===== src/rtl/eci_pkg.sv =====
`timescale 1ns / 1ps
// Shared widths, curve codes, constants and the queue entry type of the easing-curve interpolator.
// Depends on nothing; every other file refers to it by scoped names.
package eci_pkg;

	localparam int FRACTION_BITS = 16;
	localparam int VALUE_BITS    = 32;

	// time fraction, unity and half in Q0.F
	localparam int TW   = FRACTION_BITS + 1;
	localparam int ONE  = 1 << FRACTION_BITS;
	localparam int HALF = ONE >> 1;

	// square operand, scaled bounce time, square, back slope constant
	localparam int AW  = FRACTION_BITS + 2;
	localparam int EW  = FRACTION_BITS + 5;
	localparam int SQW = 2 * AW;
	localparam int KW  = FRACTION_BITS + 2;
	localparam int LPW = KW + AW;

	// signed curve value, back terms and their product
	localparam int CW   = FRACTION_BITS + 3;
	localparam int T2W  = FRACTION_BITS + 2;
	localparam int LINW = FRACTION_BITS + 3;
	localparam int BPW  = T2W + 1 + LINW;

	// difference, full product, rounded product, sum
	localparam int DW = VALUE_BITS + 1;
	localparam int PW = DW + CW;
	localparam int QW = PW - FRACTION_BITS;
	localparam int RW = QW + 1;

	// cycles from the accepting edge to the edge that takes the result
	localparam int LATENCY = 8;

	// back-curve constants rounded to Q.F
	localparam longint BACK_C1 =
		((longint'(170158) << FRACTION_BITS) + 50000) / 100000;
	localparam longint BACK_C2 =
		((longint'(259490950) << FRACTION_BITS) + 50000000) / 100000000;

	// curve codes
	localparam logic [3:0] CMD_LINEAR       = 4'd0;
	localparam logic [3:0] CMD_QUAD_IN      = 4'd1;
	localparam logic [3:0] CMD_QUAD_OUT     = 4'd2;
	localparam logic [3:0] CMD_QUAD_INOUT   = 4'd3;
	localparam logic [3:0] CMD_BOUNCE_OUT   = 4'd4;
	localparam logic [3:0] CMD_BOUNCE_IN    = 4'd5;
	localparam logic [3:0] CMD_BOUNCE_INOUT = 4'd6;
	localparam logic [3:0] CMD_BACK_IN      = 4'd7;
	localparam logic [3:0] CMD_BACK_OUT     = 4'd8;
	localparam logic [3:0] CMD_BACK_INOUT   = 4'd9;

	// bounce segments
	localparam logic [1:0] SEG_FIRST  = 2'd0;
	localparam logic [1:0] SEG_SECOND = 2'd1;
	localparam logic [1:0] SEG_THIRD  = 2'd2;
	localparam logic [1:0] SEG_LAST   = 2'd3;

	// one classified word between front and back
	typedef struct packed {
		logic [3:0]                   cmd;
		logic                         hi;
		logic [1:0]                   seg;
		logic [AW-1:0]                a;
		logic signed [VALUE_BITS-1:0] start;
		logic signed [DW-1:0]         dif;
	} entry_t;

endpackage


===== src/rtl/easing_curve_interpolator_top.sv =====
`timescale 1ns / 1ps
// Top level of the easing-curve interpolator: front end, queue and back-end pipeline.
// Depends on eci_pkg, eci_front, eci_queue and eci_back.
//
// Evaluates one of ten easing curves (linear, quad, bounce, back) at a Q0.16 time
// fraction and returns start + (end - start) * curve, rounded and saturated, with a
// clip flag. A word is taken on any clock where start is high and busy is low, one
// word per clock sustained. Its result appears on done, eased_value and clipped for
// one cycle, after it passes through the two-entry queue and the seven-stage back-end
// pipeline. The receiver cannot stall, so the back end drains every cycle and busy
// stays low in operation.
module easing_curve_interpolator_top (
	input  logic                                  clk,
	input  logic                                  arst_n,
	input  logic                                  start,
	output logic                                  busy,
	input  logic [3:0]                            command,
	input  logic signed [eci_pkg::VALUE_BITS-1:0] start_value,
	input  logic signed [eci_pkg::VALUE_BITS-1:0] end_value,
	input  logic [eci_pkg::TW-1:0]                time_fraction,
	output logic                                  done,
	output logic signed [eci_pkg::VALUE_BITS-1:0] eased_value,
	output logic                                  clipped
);
	eci_pkg::entry_t front_word, head_word;
	logic            full, not_empty, push;

	assign busy = full;
	assign push = start && !full;

	eci_front u_front (
		.command       (command),
		.start_value   (start_value),
		.end_value     (end_value),
		.time_fraction (time_fraction),
		.entry         (front_word)
	);

	eci_queue u_queue (
		.clk       (clk),
		.arst_n    (arst_n),
		.push      (push),
		.push_word (front_word),
		.pop       (1'b1),
		.full      (full),
		.not_empty (not_empty),
		.head      (head_word)
	);

	eci_back u_back (
		.clk         (clk),
		.arst_n      (arst_n),
		.in_valid    (not_empty),
		.in_word     (head_word),
		.done        (done),
		.eased_value (eased_value),
		.clipped     (clipped)
	);

endmodule


===== src/rtl/eci_front.sv =====
`timescale 1ns / 1ps
// Front end: clamps the time fraction, picks the squared operand and bounce segment.
// Depends on eci_pkg.
module eci_front (
	input  logic [3:0]                            command,
	input  logic signed [eci_pkg::VALUE_BITS-1:0] start_value,
	input  logic signed [eci_pkg::VALUE_BITS-1:0] end_value,
	input  logic [eci_pkg::TW-1:0]                time_fraction,
	output eci_pkg::entry_t                       entry
);
	localparam logic [eci_pkg::TW-1:0] T_ONE  = eci_pkg::TW'(eci_pkg::ONE);
	localparam logic [eci_pkg::TW-1:0] T_HALF = eci_pkg::TW'(eci_pkg::HALF);
	localparam logic [eci_pkg::TW:0]   T2_ONE = (eci_pkg::TW+1)'(eci_pkg::ONE);
	localparam logic [eci_pkg::TW:0]   T2_TWO = (eci_pkg::TW+1)'(2 * eci_pkg::ONE);
	localparam logic [eci_pkg::EW-1:0] E4  = eci_pkg::EW'(4 * eci_pkg::ONE);
	localparam logic [eci_pkg::EW-1:0] E6  = eci_pkg::EW'(6 * eci_pkg::ONE);
	localparam logic [eci_pkg::EW-1:0] E8  = eci_pkg::EW'(8 * eci_pkg::ONE);
	localparam logic [eci_pkg::EW-1:0] E9  = eci_pkg::EW'(9 * eci_pkg::ONE);
	localparam logic [eci_pkg::EW-1:0] E10 = eci_pkg::EW'(10 * eci_pkg::ONE);
	localparam logic [eci_pkg::EW-1:0] E21 = eci_pkg::EW'(21 * eci_pkg::ONE);

	logic [eci_pkg::TW-1:0] t, s, u;
	logic [eci_pkg::TW:0]   t2x;
	logic                   hi;
	logic [eci_pkg::EW-1:0] e, e22, ba;
	logic [1:0]             seg;

	// clamp time and form its mirror
	always_comb begin
		t   = (time_fraction > T_ONE) ? T_ONE : time_fraction;
		s   = T_ONE - t;
		hi  = (t >= T_HALF);
		t2x = {t, 1'b0};
	end

	// bounce argument, scaled by eleven, segment and distance to segment center
	always_comb begin
		case (command)
			eci_pkg::CMD_BOUNCE_IN: u = s;
			eci_pkg::CMD_BOUNCE_INOUT: u = hi ? eci_pkg::TW'(t2x - T2_ONE)
				: eci_pkg::TW'(T2_ONE - t2x);
			default: u = t;
		endcase
		e   = (eci_pkg::EW'(u) << 3) + (eci_pkg::EW'(u) << 1) + eci_pkg::EW'(u);
		e22 = e << 1;
		if (e < E4) begin
			seg = eci_pkg::SEG_FIRST;
			ba  = e;
		end else if (e < E8) begin
			seg = eci_pkg::SEG_SECOND;
			ba  = (e >= E6) ? e - E6 : E6 - e;
		end else if (e < E10) begin
			seg = eci_pkg::SEG_THIRD;
			ba  = (e >= E9) ? e - E9 : E9 - e;
		end else begin
			seg = eci_pkg::SEG_LAST;
			ba  = (e22 >= E21) ? e22 - E21 : E21 - e22;
		end
	end

	// choose the operand the back end squares
	always_comb begin
		entry.cmd   = command;
		entry.hi    = hi;
		entry.seg   = seg;
		entry.start = start_value;
		entry.dif   = eci_pkg::DW'(end_value) - eci_pkg::DW'(start_value);
		case (command)
			eci_pkg::CMD_QUAD_IN:      entry.a = eci_pkg::AW'(t);
			eci_pkg::CMD_QUAD_OUT:     entry.a = eci_pkg::AW'(s);
			eci_pkg::CMD_QUAD_INOUT:   entry.a = hi ? eci_pkg::AW'(s) : eci_pkg::AW'(t);
			eci_pkg::CMD_BOUNCE_OUT,
			eci_pkg::CMD_BOUNCE_IN,
			eci_pkg::CMD_BOUNCE_INOUT: entry.a = eci_pkg::AW'(ba);
			eci_pkg::CMD_BACK_IN:      entry.a = eci_pkg::AW'(t);
			eci_pkg::CMD_BACK_OUT:     entry.a = eci_pkg::AW'(s);
			eci_pkg::CMD_BACK_INOUT:   entry.a = hi ? eci_pkg::AW'(T2_TWO - t2x)
				: eci_pkg::AW'(t2x);
			default:                   entry.a = eci_pkg::AW'(t);
		endcase
	end

endmodule


===== src/rtl/eci_queue.sv =====
`timescale 1ns / 1ps
// Two-entry queue of classified words between the front and back ends.
// Depends on eci_pkg.
module eci_queue (
	input  logic            clk,
	input  logic            arst_n,
	input  logic            push,
	input  eci_pkg::entry_t push_word,
	input  logic            pop,
	output logic            full,
	output logic            not_empty,
	output eci_pkg::entry_t head
);
	eci_pkg::entry_t mem_q [2];
	logic            wr_ptr_q, rd_ptr_q;
	logic [1:0]      cnt_q;
	logic            do_pop;

	assign full      = (cnt_q == 2'd2);
	assign not_empty = (cnt_q != 2'd0);
	assign head      = mem_q[rd_ptr_q];
	assign do_pop    = pop && not_empty;

	// store pushed words
	always_ff @(posedge clk) begin
		if (push) begin
			mem_q[wr_ptr_q] <= push_word;
		end
	end

	// advance pointers and count
	always_ff @(posedge clk or negedge arst_n) begin
		if (!arst_n) begin
			wr_ptr_q <= 1'b0;
			rd_ptr_q <= 1'b0;
			cnt_q    <= 2'd0;
		end else begin
			if (push) wr_ptr_q <= ~wr_ptr_q;
			if (do_pop) rd_ptr_q <= ~rd_ptr_q;
			cnt_q <= cnt_q + 2'(push) - 2'(do_pop);
		end
	end

endmodule


===== src/rtl/eci_back.sv =====
`timescale 1ns / 1ps
// Back end: seven-stage pipeline that evaluates the curve and scales the difference.
// Depends on eci_pkg.
module eci_back (
	input  logic                                  clk,
	input  logic                                  arst_n,
	input  logic                                  in_valid,
	input  eci_pkg::entry_t                       in_word,
	output logic                                  done,
	output logic signed [eci_pkg::VALUE_BITS-1:0] eased_value,
	output logic                                  clipped
);
	localparam int F = eci_pkg::FRACTION_BITS;
	localparam logic [eci_pkg::KW-1:0] K1 = eci_pkg::KW'(eci_pkg::BACK_C1 + eci_pkg::ONE);
	localparam logic [eci_pkg::KW-1:0] K2 = eci_pkg::KW'(eci_pkg::BACK_C2 + eci_pkg::ONE);
	localparam logic signed [eci_pkg::LINW-1:0] C1 = eci_pkg::LINW'(eci_pkg::BACK_C1);
	localparam logic signed [eci_pkg::LINW-1:0] C2 = eci_pkg::LINW'(eci_pkg::BACK_C2);
	localparam logic signed [eci_pkg::CW-1:0] C_ONE = eci_pkg::CW'(eci_pkg::ONE);
	localparam logic signed [eci_pkg::CW-1:0] C_LSB = eci_pkg::CW'(1);
	localparam logic [eci_pkg::SQW-1:0] RND15 = eci_pkg::SQW'(1) << (F - 2);
	localparam logic [eci_pkg::SQW-1:0] RND16 = eci_pkg::SQW'(1) << (F - 1);
	localparam logic [eci_pkg::SQW-1:0] RND20 = eci_pkg::SQW'(1) << (F + 3);
	localparam logic [eci_pkg::SQW-1:0] RND22 = eci_pkg::SQW'(1) << (F + 5);
	localparam logic [eci_pkg::LPW-1:0] LP_RND = eci_pkg::LPW'(1) << (F - 1);
	localparam logic signed [eci_pkg::BPW-1:0] BP_RND16 = eci_pkg::BPW'(1) << (F - 1);
	localparam logic signed [eci_pkg::BPW-1:0] BP_RND17 = eci_pkg::BPW'(1) << F;
	localparam logic signed [eci_pkg::PW-1:0]  P_RND    = eci_pkg::PW'(1) << (F - 1);
	localparam logic signed [eci_pkg::RW-1:0]  R_MAX =
		eci_pkg::RW'((longint'(1) << (eci_pkg::VALUE_BITS - 1)) - 1);
	localparam logic signed [eci_pkg::RW-1:0]  R_MIN =
		eci_pkg::RW'(-(longint'(1) << (eci_pkg::VALUE_BITS - 1)));

	// stage 1: squares and back slope product
	logic                              v_s1, hi_s1;
	logic [3:0]                        cmd_s1;
	logic [1:0]                        seg_s1;
	logic [eci_pkg::AW-1:0]            a_s1;
	logic [eci_pkg::SQW-1:0]           sq_s1;
	logic [eci_pkg::LPW-1:0]           lp_s1;
	logic signed [eci_pkg::VALUE_BITS-1:0] st_s1, st_s2, st_s3, st_s4, st_s5, st_s6;
	logic signed [eci_pkg::DW-1:0]     dif_s1, dif_s2, dif_s3, dif_s4;

	always_ff @(posedge clk or negedge arst_n) begin
		if (!arst_n) begin
			v_s1 <= 1'b0;
		end else begin
			v_s1 <= in_valid;
		end
	end

	always_ff @(posedge clk) begin
		cmd_s1 <= in_word.cmd;
		hi_s1  <= in_word.hi;
		seg_s1 <= in_word.seg;
		a_s1   <= in_word.a;
		st_s1  <= in_word.start;
		dif_s1 <= in_word.dif;
		sq_s1  <= in_word.a * in_word.a;
		lp_s1  <= ((in_word.cmd == eci_pkg::CMD_BACK_INOUT) ? eci_pkg::LPW'(K2)
			: eci_pkg::LPW'(K1)) * eci_pkg::LPW'(in_word.a);
	end

	// stage 2: round squares, finish quad and bounce curves, form back terms
	logic                            v_s2, hi_s2;
	logic [3:0]                      cmd_s2;
	logic signed [eci_pkg::CW-1:0]   c_s2;
	logic [eci_pkg::T2W-1:0]         t2_s2;
	logic signed [eci_pkg::LINW-1:0] lin_s2;
	logic signed [eci_pkg::CW-1:0]   sqr16, sqr15, bsq, bo, c2;
	logic [eci_pkg::SQW-1:0]         sq_a, sq_b, sq_c, sq_d;

	always_comb begin
		sq_a  = (sq_s1 + RND16) >> F;
		sq_b  = (sq_s1 + RND15) >> (F - 1);
		sq_c  = (sq_s1 + RND20) >> (F + 4);
		sq_d  = (sq_s1 + RND22) >> (F + 6);
		sqr16 = eci_pkg::CW'(sq_a);
		sqr15 = eci_pkg::CW'(sq_b);
		bsq   = (seg_s1 == eci_pkg::SEG_LAST) ? eci_pkg::CW'(sq_d) : eci_pkg::CW'(sq_c);
		// add the segment floor
		case (seg_s1)
			eci_pkg::SEG_SECOND: bo = bsq + eci_pkg::CW'(eci_pkg::ONE * 3 / 4);
			eci_pkg::SEG_THIRD:  bo = bsq + eci_pkg::CW'(eci_pkg::ONE * 15 / 16);
			eci_pkg::SEG_LAST:   bo = bsq + eci_pkg::CW'(eci_pkg::ONE * 63 / 64);
			default:             bo = bsq;
		endcase
		case (cmd_s1)
			eci_pkg::CMD_QUAD_IN:      c2 = sqr16;
			eci_pkg::CMD_QUAD_OUT:     c2 = C_ONE - sqr16;
			eci_pkg::CMD_QUAD_INOUT:   c2 = hi_s1 ? C_ONE - sqr15 : sqr15;
			eci_pkg::CMD_BOUNCE_OUT:   c2 = bo;
			eci_pkg::CMD_BOUNCE_IN:    c2 = C_ONE - bo;
			eci_pkg::CMD_BOUNCE_INOUT: c2 = hi_s1 ? (C_ONE + bo + C_LSB) >>> 1
				: (C_ONE - bo + C_LSB) >>> 1;
			default:                   c2 = eci_pkg::CW'(a_s1);
		endcase
	end

	always_ff @(posedge clk or negedge arst_n) begin
		if (!arst_n) begin
			v_s2 <= 1'b0;
		end else begin
			v_s2 <= v_s1;
		end
	end

	always_ff @(posedge clk) begin
		cmd_s2 <= cmd_s1;
		hi_s2  <= hi_s1;
		st_s2  <= st_s1;
		dif_s2 <= dif_s1;
		c_s2   <= c2;
		t2_s2  <= eci_pkg::T2W'(sq_a);
		lin_s2 <= eci_pkg::LINW'((lp_s1 + LP_RND) >> F)
			- ((cmd_s1 == eci_pkg::CMD_BACK_INOUT) ? C2 : C1);
	end

	// stage 3: back product
	logic                           v_s3, hi_s3;
	logic [3:0]                     cmd_s3;
	logic signed [eci_pkg::CW-1:0]  c_s3;
	logic signed [eci_pkg::BPW-1:0] bp_s3;

	always_ff @(posedge clk or negedge arst_n) begin
		if (!arst_n) begin
			v_s3 <= 1'b0;
		end else begin
			v_s3 <= v_s2;
		end
	end

	always_ff @(posedge clk) begin
		cmd_s3 <= cmd_s2;
		hi_s3  <= hi_s2;
		st_s3  <= st_s2;
		dif_s3 <= dif_s2;
		c_s3   <= c_s2;
		bp_s3  <= eci_pkg::BPW'($signed({1'b0, t2_s2})) * eci_pkg::BPW'(lin_s2);
	end

	// stage 4: finish back curves
	logic                           v_s4;
	logic signed [eci_pkg::CW-1:0]  c_s4, c4, rb16, rb17;
	logic signed [eci_pkg::BPW-1:0] bq16, bq17;

	always_comb begin
		bq16 = (bp_s3 + BP_RND16) >>> F;
		bq17 = (bp_s3 + BP_RND17) >>> (F + 1);
		rb16 = eci_pkg::CW'(bq16);
		rb17 = eci_pkg::CW'(bq17);
		case (cmd_s3)
			eci_pkg::CMD_BACK_IN:    c4 = rb16;
			eci_pkg::CMD_BACK_OUT:   c4 = C_ONE - rb16;
			eci_pkg::CMD_BACK_INOUT: c4 = hi_s3 ? C_ONE - rb17 : rb17;
			default:                 c4 = c_s3;
		endcase
	end

	always_ff @(posedge clk or negedge arst_n) begin
		if (!arst_n) begin
			v_s4 <= 1'b0;
		end else begin
			v_s4 <= v_s3;
		end
	end

	always_ff @(posedge clk) begin
		st_s4  <= st_s3;
		dif_s4 <= dif_s3;
		c_s4   <= c4;
	end

	// stage 5: scale the difference
	logic                          v_s5;
	logic signed [eci_pkg::PW-1:0] p_s5;

	always_ff @(posedge clk or negedge arst_n) begin
		if (!arst_n) begin
			v_s5 <= 1'b0;
		end else begin
			v_s5 <= v_s4;
		end
	end

	always_ff @(posedge clk) begin
		st_s5 <= st_s4;
		p_s5  <= eci_pkg::PW'(dif_s4) * eci_pkg::PW'(c_s4);
	end

	// stage 6: round the product, halves up
	logic                          v_s6;
	logic signed [eci_pkg::QW-1:0] q_s6;
	logic signed [eci_pkg::PW-1:0] pr;

	assign pr = (p_s5 + P_RND) >>> F;

	always_ff @(posedge clk or negedge arst_n) begin
		if (!arst_n) begin
			v_s6 <= 1'b0;
		end else begin
			v_s6 <= v_s5;
		end
	end

	always_ff @(posedge clk) begin
		st_s6 <= st_s5;
		q_s6  <= eci_pkg::QW'(pr);
	end

	// stage 7: add start, saturate, drive result
	logic                          done_q, clip_q;
	logic signed [eci_pkg::VALUE_BITS-1:0] val_q;
	logic signed [eci_pkg::RW-1:0] r;

	assign r = eci_pkg::RW'(st_s6) + eci_pkg::RW'(q_s6);

	always_ff @(posedge clk or negedge arst_n) begin
		if (!arst_n) begin
			done_q <= 1'b0;
		end else begin
			done_q <= v_s6;
		end
	end

	always_ff @(posedge clk) begin
		if (r > R_MAX) begin
			val_q  <= eci_pkg::VALUE_BITS'(R_MAX);
			clip_q <= 1'b1;
		end else if (r < R_MIN) begin
			val_q  <= eci_pkg::VALUE_BITS'(R_MIN);
			clip_q <= 1'b1;
		end else begin
			val_q  <= eci_pkg::VALUE_BITS'(r);
			clip_q <= 1'b0;
		end
	end

	assign done        = done_q;
	assign eased_value = val_q;
	assign clipped     = clip_q;

endmodule


===== config.mk =====
export PLATFORM = sky130hd
export DESIGN_NAME = easing_curve_interpolator_top
export DESIGN_NICKNAME = d
export VERILOG_FILES = /design/src/rtl/eci_pkg.sv /design/src/rtl/easing_curve_interpolator_top.sv /design/src/rtl/eci_front.sv /design/src/rtl/eci_queue.sv /design/src/rtl/eci_back.sv
export SDC_FILE = /design/constraint.sdc
export NUM_CORES = 2
export LEC_CHECK = 0
export BUFFER_PORTS_ARGS = -buffer_cell sky130_fd_sc_hd__buf_2
export CORE_AREA = 2 2 490 492
export CTS_CLUSTER_SIZE = 20
export DETAILED_ROUTE_END_ITERATION = 10
export DIE_AREA = 0 0 492 494
export PLACE_DENSITY_LB_ADDON = 0.08
export SYNTH_ARGS = -nofsm -noshare
export SYNTH_HDL_FRONTEND = slang
export SYNTH_SLANG_ARGS = --single-unit

===== constraint.sdc =====
create_clock -name clk -period 9.8 [get_ports clk]
set_input_delay 1.47 -clock clk [delete_from_list [all_inputs] [get_ports clk]]
set_output_delay 1.47 -clock clk [all_outputs]
set_load 0.01 [all_outputs]

==> metrics.cfg <==
[floorplan]
row_count = 179
dieWidth_um = 492
core_area_sq_um = 237000
start_util = 0.349
io-pin-count = 123
die_h_um = 494
dieArea_sq_um = 243000

[finish]
seqCellArea_sq_um = 18100
fin_nets = 10800
drive_above_1_share = 0.0665
fillCellCount = 24100
multi_input_area_sq_um = 57400
syn_to_final_growth_pct = 9.18
fin_area_sq_um = 90500

[sta]
setup_viol = 0
timing.slew.headroom = 0.0164
period_share = 0.891
fmax_ghz = 0.115
skew_ps = 44.5
hold_viol_final = 0
fin_crit_ps = 8730
slew_viol_final = 0
worstMarginPinSlew_ps = 1470
grt_setup_unrepaired = no
setup_tns_ps = 0

[drt]
first_pass_iters = 6
vias_per_cell = 4.91
drc_errors = 0
post_drt_wl_per_cell_um = 20.2
drt_iter0_drc = 3480
vias = 58800
postRouteAntennaNets = 0
wl_mm = 242

[synthesis]
synthCells = 8720
syn_area_sq_um = 82900
ys_warn_count = 0
ys_ff_latch = 813
synth-simple-area-share = 0.137
synth_mux_area_frac = 0.0146
synth_xor_xnor_area_share = 0.0493
synth_edf_count = 180
synth_top_area_frac = 0.312
synth-compound-area-share = 0.0784
synth_cell_types = 109
synth-main-ff-cell = dfxtp_1
async_flop_share = 0.0135
synth_top_family_by_area = adder cells
synth_largest_area_cell = fa_1
synth_adder_area_share = 0.411
yosys-top-cells-area = fa_1 31%, dfxtp_1 15%, ha_1 9.9%
syn_avg_cell_area_sq_um = 9.51
yosysSeqAreaShare = 0.219

[worst_hold_path]
hp-class = flip-flop to flip-flop

[clock_tree]
cts_buffers = 92
clk_path_buf_depth = 3
cts_sinks = 813
cts.repair.resized = 0
clk_latency_ps = 710
cts_root_buffer = clkbuf_16
cts_tree = yes
holdBufCountCts = 0
postCtsSetupRepairBufs = 0
htree_levels = 3
path_clk_slew_ps = 60

[placement]
dpl_cell_area_sq_um = 87300
gp_congestion = 0.888
dp_hpwl_mm = 195
io_buffer_count = 122

[flow_run]
max-cap-violations = 0

[setup_path]
cp-start-kind = flip-flop
worstPathMaxFanout = 22
arrival_ps = 9310
end_kind = flip-flop
crit_required_ps = 10380
critical_path_class = flip-flop to flip-flop

[global_routing]
antenna_found_initial = 12
grtUsageTotal = 0.201
gr-total-overflow = 0
grt_max_degree = 66
grt_pass1_vias = 62400
grt_pass1_wl_mm = 378

[run_status]
status = finished clean

-- registers in the layout (all words and copies together), names as in the netlist, 18 cells and up --
register,cells
u_back.c_s4,19
u_back.eased_value,32
u_back.dif_s1,33
u_back.st_s5,32
u_back.lin_s2,19
u_back.st_s2,32
u_back.dif_s4,33
u_back.dif_s2,33
u_back.sq_s1,22
u_back.st_s6,32
u_back.t2_s2,18
u_back.st_s3,32
u_back.st_s1,32
u_back.lp_s1,20
u_back.bp_s3,21
u_back.c_s3,19
u_queue.mem_q,180
u_back.q_s6,36
u_back.st_s4,32
u_back.c_s2,19
u_back.a_s1,18
u_back.p_s5,37
u_back.dif_s3,33
-- through the flow --
stage | util | hold slack [ps] | std cells | worst slack, ps
after floorplan | - | 310 | 8736 | 2070
after global placement | 0.368 | 310 | 11800 | 1030
after detailed placement | 0.368 | 312 | 11800 | 932
after CTS | 0.381 | 309 | 12000 | 978
after global routing | 0.381 | 325 | 12000 | 636
final | 0.381 | 311 | 12000 | 1070
-- cell usage after synthesis, drive strengths merged, types with 16 or more instances --
master  count
inv      1608
fa       1291
nand2    1003
ha        659
dfxtp     622
nor2      441
clkbuf    342
xnor2     333
and2      332
o21ai     239
a21oi     238
edfxtp    180
xor2      131
nand3     128
nor3       98
nand2b     79
mux2       78
a21o       63
nand4      61
and3       52
nor2b      46
o21a       46
nor4       40
a31oi      37
a221oi     33
buf        33
mux2i      33
o22ai      32
or3        28
a211oi     27
o21bai     26
o211ai     24
or2        24
o31ai      22
o221ai     20
and4       16
-- critical path, stage by stage, from the launching register on --
cell	delay [ps]
dfxtp_1	1300
nand2_1	180
fa_1	560
inv_1	50
fa_1	450
fa_1	530
inv_1	50
fa_1	490
inv_1	50
fa_1	560
fa_1	420
ha_1	290
ha_1	400
nand4_1	270
a2111oi_1	570
buf_4	240
o2111ai_1	280
a31oi_1	560
a31oi_1	270
o21ai_1	400
a21oi_1	180
nor4bb_1	160
nor3_1	350
-- area by class of cell --
cell class,count,area share
Antenna cell,6,0.000166
Clock buffer,125,0.0284
Clock inverter,45,0.00670
Inverter,1615,0.0670
Multi-Input combinational cell,5932,0.634
Sequential cell,813,0.200
Tap cell,3167,0.0438
Timing Repair Buffer,276,0.0195
-- kinds of logic (layout without fill, tap and decap cells) --
kind of cell	count (synthesis)	after routing
fa+ha+maj	1950	1950
mux	111	111
compound gates	987	987
flops	813	813
buf+inv	1991	2061
xor+xnor	465	465
simple gates	2401	2401
other cells	2	24
-- placed cells by master, fill, tap and decap left out, types with 180 or more instances in the layout --
cell type     n
o21ai_0     213
dfxtp_1     621
ha_1        659
nor2_1      438
inv_1      1606
nand2_1    1002
and2_1      329
edfxtp_1    180
xnor2_1     332
fa_1       1291
a21oi_1     236
-- worst paths after layout --
path / start / end / slack, ps / depth (start not counted)
setup / recovery: u_back.c_s4[3] / u_back.p_s5[51] / 1070 / 22
hold / removal: u_back.st_s3[22] / u_back.st_s4[22] / 310 / 0
setup reg to reg: u_back.c_s4[3] / u_back.p_s5[51] / 1070 / 22
hold reg to reg: u_back.st_s3[22] / u_back.st_s4[22] / 310 / 0
max in group asynchronous: arst_n / u_queue.rd_ptr_q / 8910 / 1
min in group asynchronous: arst_n / u_queue.cnt_q[0] / 650 / 1
-- layer usage --
| layer | vias to the layer above | track usage | share of wire |
|---|---|---|---|
| met1 | 29900 | 0.286 | 0.47 |
| met4 | 0 | 0.0345 | 0.016 |
| met3 | 221 | 0.0162 | 0.033 |
| met2 | 1129 | 0.337 | 0.48 |
| li1 | 27500 | - | - |
| met5 | - | 0 | 0 |
Power is not shown: default switching activity piles up to over one toggle a cycle in this logic, so the estimate is an artifact.
